File: config.mk
export PLATFORM = sky130hd
export DESIGN_NAME = uet_ctrl
export DESIGN_NICKNAME = d
export VERILOG_FILES = /design/src/hdl/uet_pkg.sv /design/src/hdl/uet_ctrl.sv
export SDC_FILE = /design/constraint.sdc
export NUM_CORES = 1
export LEC_CHECK = 0
export BUFFER_PORTS_ARGS = -buffer_cell sky130_fd_sc_hd__buf_2
export CAP_MARGIN = 20
export CORE_AREA = 2 2 39 41
export DETAILED_ROUTE_END_ITERATION = 10
export DIE_AREA = 0 0 41 43
export GPL_ROUTABILITY_DRIVEN = 0
export SYNTH_ARGS = -nofsm -noshare
export SYNTH_HDL_FRONTEND = slang
export SYNTH_SLANG_ARGS = --single-unit
export TNS_END_PERCENT = 1
File: constraint.sdc
create_clock -name clk -period 1.65 [get_ports clk]
set_clock_uncertainty 0.15 [all_clocks]
set_input_delay 0.33 -clock clk [delete_from_list [all_inputs] [get_ports clk]]
set_output_delay 0.33 -clock clk [all_outputs]
set_load 0.01 [all_outputs]
File: src/hdl/uet_pkg.sv
package uet_pkg;

  // table sizing
  localparam int MAX_VERTICES = 32;
  localparam int MAX_EDGES    = 512;
  localparam int ADDR_W       = $clog2(MAX_EDGES);
  localparam int CNT_W        = $clog2(MAX_EDGES + 1);
  localparam int VTX_W        = 5;
  localparam int VCNT_W       = 6;
  localparam int ENTRY_W      = 2 * VTX_W;

  // capacity after reset: vertex_count = 32
  localparam int VCNT_RESET   = 32;
  localparam int CAP_RAW      = (VCNT_RESET * (VCNT_RESET - 1)) / 2;
  localparam int CAP_RESET    = (CAP_RAW > MAX_EDGES) ? MAX_EDGES : CAP_RAW;

  // request codes
  localparam logic [1:0] REQ_INSERT = 2'd0;
  localparam logic [1:0] REQ_REMOVE = 2'd1;
  localparam logic [1:0] REQ_QUERY  = 2'd2;

  typedef struct packed {
    logic [1:0]       req_type;
    logic [VTX_W-1:0] vertex_a;
    logic [VTX_W-1:0] vertex_b;
  } req_t;

  typedef struct packed {
    logic             found;
    logic             status;
    logic [CNT_W-1:0] edge_total;
  } rsp_t;

  // controller to datapath
  typedef struct packed {
    logic start;
    logic scan;
    logic update;
    logic rd_last;
    logic wr_last;
    logic load_out;
  } cmd_t;

  // datapath to controller
  typedef struct packed {
    logic scan_done;
    logic hit;
    logic is_remove;
  } sts_t;

endpackage

File: src/hdl/uet_ctrl.sv
module uet_ctrl (
  input  logic        clk,
  input  logic        rst_n,
  input  logic        in_valid,
  output logic        in_ready,
  output logic        out_valid,
  input  logic        out_ready,
  input  uet_pkg::sts_t sts,
  output uet_pkg::cmd_t cmd
);
  import uet_pkg::*;

  typedef enum logic [5:0] {
    ST_IDLE   = 6'b000001,
    ST_SCAN   = 6'b000010,
    ST_UPDATE = 6'b000100,
    ST_RDLAST = 6'b001000,
    ST_WRLAST = 6'b010000,
    ST_FINISH = 6'b100000
  } state_t;

  state_t state_r, state_nxt;
  logic   out_valid_r, out_valid_nxt;

  assign in_ready  = (state_r == ST_IDLE);
  assign out_valid = out_valid_r;

  // next state and commands
  always_comb begin
    state_nxt   = state_r;
    cmd         = '0;
    case (state_r)
      ST_IDLE: begin
        if (in_valid) begin
          cmd.start = 1'b1;
          state_nxt = ST_SCAN;
        end
      end
      ST_SCAN: begin
        cmd.scan = 1'b1;
        if (sts.scan_done) state_nxt = ST_UPDATE;
      end
      ST_UPDATE: begin
        cmd.update = 1'b1;
        if (sts.is_remove && sts.hit) state_nxt = ST_RDLAST;
        else state_nxt = ST_FINISH;
      end
      ST_RDLAST: begin
        cmd.rd_last = 1'b1;
        state_nxt   = ST_WRLAST;
      end
      ST_WRLAST: begin
        cmd.wr_last = 1'b1;
        state_nxt   = ST_FINISH;
      end
      ST_FINISH: begin
        // wait for the output slot to free up
        if (!out_valid_r || out_ready) begin
          cmd.load_out = 1'b1;
          state_nxt    = ST_IDLE;
        end
      end
      default: state_nxt = ST_IDLE;
    endcase
  end

  // output valid flag
  always_comb begin
    out_valid_nxt = out_valid_r;
    if (cmd.load_out) out_valid_nxt = 1'b1;
    else if (out_ready) out_valid_nxt = 1'b0;
  end

  always_ff @(posedge clk) begin
    if (!rst_n) begin
      state_r     <= ST_IDLE;
      out_valid_r <= 1'b0;
    end else begin
      state_r     <= state_nxt;
      out_valid_r <= out_valid_nxt;
    end
  end

endmodule

Word-level counts from Yosys, hierarchy flattened. Cells that the tools add are included. W data, S select, Z words.

Bits in registers: 7. Output and inout port bits: 8.

Reduce and logical (&&, ||, !) cells: 5. Mux-type cells: 15. Eq/ne operators: 9.

Operators with widths (number): $pmux W6 S6 (1); $mux W6 (4); $mux W1 (10); $eq A6 B1 Y1 const B (1); $eq A6 B2 Y1 const B (1); $eq A6 B3 Y1 const B (1); $eq A6 B4 Y1 const B (1); $eq A6 B5 Y1 const B (1); $eq A6 B6 Y1 const B (1); $ne A2 B2 Y1 const B (3); $reduce_and A3 Y1 (1); $reduce_bool A2 Y1 (1); $logic_and A1 B1 Y1 (1); $logic_not A1 Y1 (1); $logic_or A1 B1 Y1 (1).

Longest topological paths before layout.
Word-level depth: 5. Depth in mapped cells: 4. Depth with buffers taken out: 4.

Least setup slack after synthesis. Ideal clock, no wire load.

Kind: register -> output. Start: reg state_r[4]. End: out cmd[5] in the netlist's numbering. Data required time: 1170 ps. Stages on the path, launching flop included: 5. Arrival time: 1111 ps. Slack: 59 ps. Path buffers: 0. Cells stage by stage: dfxtp_1 nor4_4 nand3b_1 inv_1 and2_1.

RTL lines: start, declared (line uet_ctrl.sv:22) `state_t state_r, state_nxt;`; start signal, assigned (line uet_ctrl.sv:79) `state_r <= state_nxt;`; end, declared (line uet_ctrl.sv:9) `output uet_pkg::cmd_t cmd`.

==> impl_metrics.csv <==
group,metric,value,unit
run_status,status,"finished with violations",
run_status,failed_checks,"setup timing",
timing,worst_slack,-0.182,ns
timing,maxSlewHeadroom,0.781,
routing,drt-met1-wl,377,um
timing,post-route-period-util,1.11,
placed_design,dpl.hpwl,693,um
setup_path,crit_type,"flop to output port",
power_and_ir_drop,ir_drop,0.322,mV
setup_path,crit_chain,"nor4_4 -> nand3b_1 -> inv_1 -> and2_1 -> buf_2",
layout,stdcell_count,85,
clock_network,postCtsHoldBufs,0,
setup_path,critical_path_arrival,1.35,ns
clock_network,clkTransAtPathRegs,0.06,ns
global_route,grt_max_degree,7,
synthesis,netlist_area,398,um2
timing,worst_pin_slew,0.325,ns
setup_path,slowest_stage,"dfxtp_4",
routing,dr.pass1.iters,4,
routing,ant_nets,0,
floorplan,ios,15,
timing,grt_setup_unrepaired,"yes",
layout,nNetsFinal,77,
routing,routed.top_layer,"met4",
routing,drtIter0Drc,3,
global_route,gr-usage-all-layers,0.119,
setup_path,start_kind,"flop",
power_and_ir_drop,powerDensity,808,mW/mm2
layout,syn_to_final_growth,46.2,%
synthesis,syn_inst,44,
timing,fmaxAchievable,0.546,GHz
routing,met2_length,497,um
layout,n_antenna_cell,0,
clock_network,htree_levels,1,
synthesis,synth_seq_cells,7,
layout,drive_gt1_frac,0.522,
placed_design,dp_cells,77,
clock_network,cts_tree,"yes",
timing,hold_violations,0,
routing,wl,920,um
flow_run,maxCapViolCount,0,
setup_path,cp_top_family,"simple AND/OR/NAND/NOR gates",
routing,post-route-drc-count,0,
synthesis,seq_area_frac_synth,0.352,
synthesis,synth_cell_type_count,21,
floorplan,die_x,41,um
synthesis,synth_area_per_cell,9.04,um2
floorplan,die_area,0.00176,mm2
setup_path,reg2reg_setup_slack,0.03,ns
floorplan,initial_core_util,0.288,
setup_path,crit_path_max_incr_delay,0.35,ns
clock_network,cts_sinks,7,
global_route,grt_overflow,0,
global_route,antenna_found_initial,0,
min_path,hold_class,"input port to flop",
layout,utilization,0.420,
timing,period_minus_slack,1.83,ns
clock_network,clock_latency,0.27,ns
floorplan,core,0.00138,mm2
setup_path,end_kind,"output port",
routing,wire_per_inst,10.8,um
setup_path,cp_num_buf_inv,2,
layout,fill_cells,143,
timing,setup_viol,7,
routing,wl_met3,18,um
floorplan,die_y,43,um
floorplan,core.rowCount,14,
routing,avgViaCountPerCell,4.80,
global_route,first_global_vias,372,
placed_design,io_buffers,14,
clock_network,clock_path_buffers,2,
synthesis,syn-num-nets,51,
clock_network,root_buffer,"clkbuf_4",
clock_network,cts_buffers,3,
setup_path,critPathMaxFanout,2,
global_route,grt_pass1_wl,1370,um
synthesis,yosysWarnings,0,
setup_path,cp.required,1.17,ns
timing,finalMaxSlewViolations,0,
routing,dr_total_vias,408,
power_and_ir_drop,leakagePower,0.000301,uW
cell usage after synthesis (all sizes together):
cell type  number  area [um2]
dfxtp           7         140
inv             5        18.8
nand2           4        15.0
nand3b          4        30.0
a21oi           3        15.0
nor2            3        11.3
nor2b           3        18.8
nor4            3        48.8
and3b           2        18.8
nand3           2        15.0
and2            1        6.26
buf             1        7.51
nor3            1        5.00
nor3b           1        7.51
o2111ai         1        15.0
o21a            1        7.51
o31a            1        8.76
o41ai           1        8.76
cells in the final DEF, fill, tap and decap left out, types with 2 or more instances in the layout:
master / n
buf_2: 14
nand3b_1: 4
dfxtp_1: 3
dfxtp_2: 3
a21oi_1: 3
clkbuf_4: 3
nor2_1: 3
buf_4: 8
inv_1: 5
nor4_4: 2
nor2b_1: 3
nand2_1: 4
metrics by stage:
step	TNS (ns)	hold slack (ns)	power [uW]	worst slack, ns	area [um2]
detailed placement	0	0.422	294	0.0408	510
global route	-1.54	0.139	494	-0.249	582
finish	-0.886	0.137	470	-0.182	582
floorplan	0	0.298	250	0.0592	398
CTS	-1.01	0.136	469	-0.191	578
global placement	0	0.418	295	0.0698	510
cell type report:
type	instances	area [um2]	area share
clock inverter	1	5.00	0.00860
tap	16	20.0	0.0344
sequential	7	148	0.254
multi-input combinational	31	238	0.409
inverter	5	18.8	0.0323
timing repair buffer	22	130	0.224
clock buffer	3	22.5	0.0387
where the power goes:
| group | total (uW) | switching, uW | internal, uW |
|---|---|---|---|
| sequential | 192 | 15.2 | 177 |
| clock | 165 | 75.5 | 89.3 |
| combinational | 113 | 48.5 | 64.2 |
| total | 470 | 139 | 331 |
flip-flops by register name, indices dropped and copies added (netlist names):
| register | cells |
|---|---|
| out_valid | 1 |
| state_r | 6 |
metal layers:
layer  track usage  vias up
li1              -      204
met4         0.100        0
met3        0.0157        3
met2         0.203        6
met5             0        -
met1         0.113      195
worst min-delay path: stages:
cell     delay (ns)
buf_2          0.11
nand2_1        0.05
nor3_1         0.04
timing repair:
action                                  CTS  global route
setup buffers                             4             0
pin swaps                                 4             1
resized for setup                         3             3
endpoints found under the setup margin    7            12
worst paths after layout:
path,to,cells after the start,startpoint
worst max-delay path,cmd[5],5,state_r[3]$_SDFFE_PN0P_
worst min-delay path,state_r[3]$_SDFFE_PN0P_,3,sts[1]
worst max register to register,state_r[3]$_SDFFE_PN0P_,6,state_r[3]$_SDFFE_PN0P_
worst min register to register,state_r[2]$_SDFFE_PN0P_,3,state_r[1]$_SDFFE_PN0P_
cells by family after synthesis:
logic type / after synthesis / share of synthesized area
AND/OR/NAND/NOR: 24 / 0.443
flip-flops: 7 / 0.352
AO/OA/AOI/OAI: 7 / 0.138
buffers and inverters: 6 / 0.0660
Power figures use the tool's default switching activity.
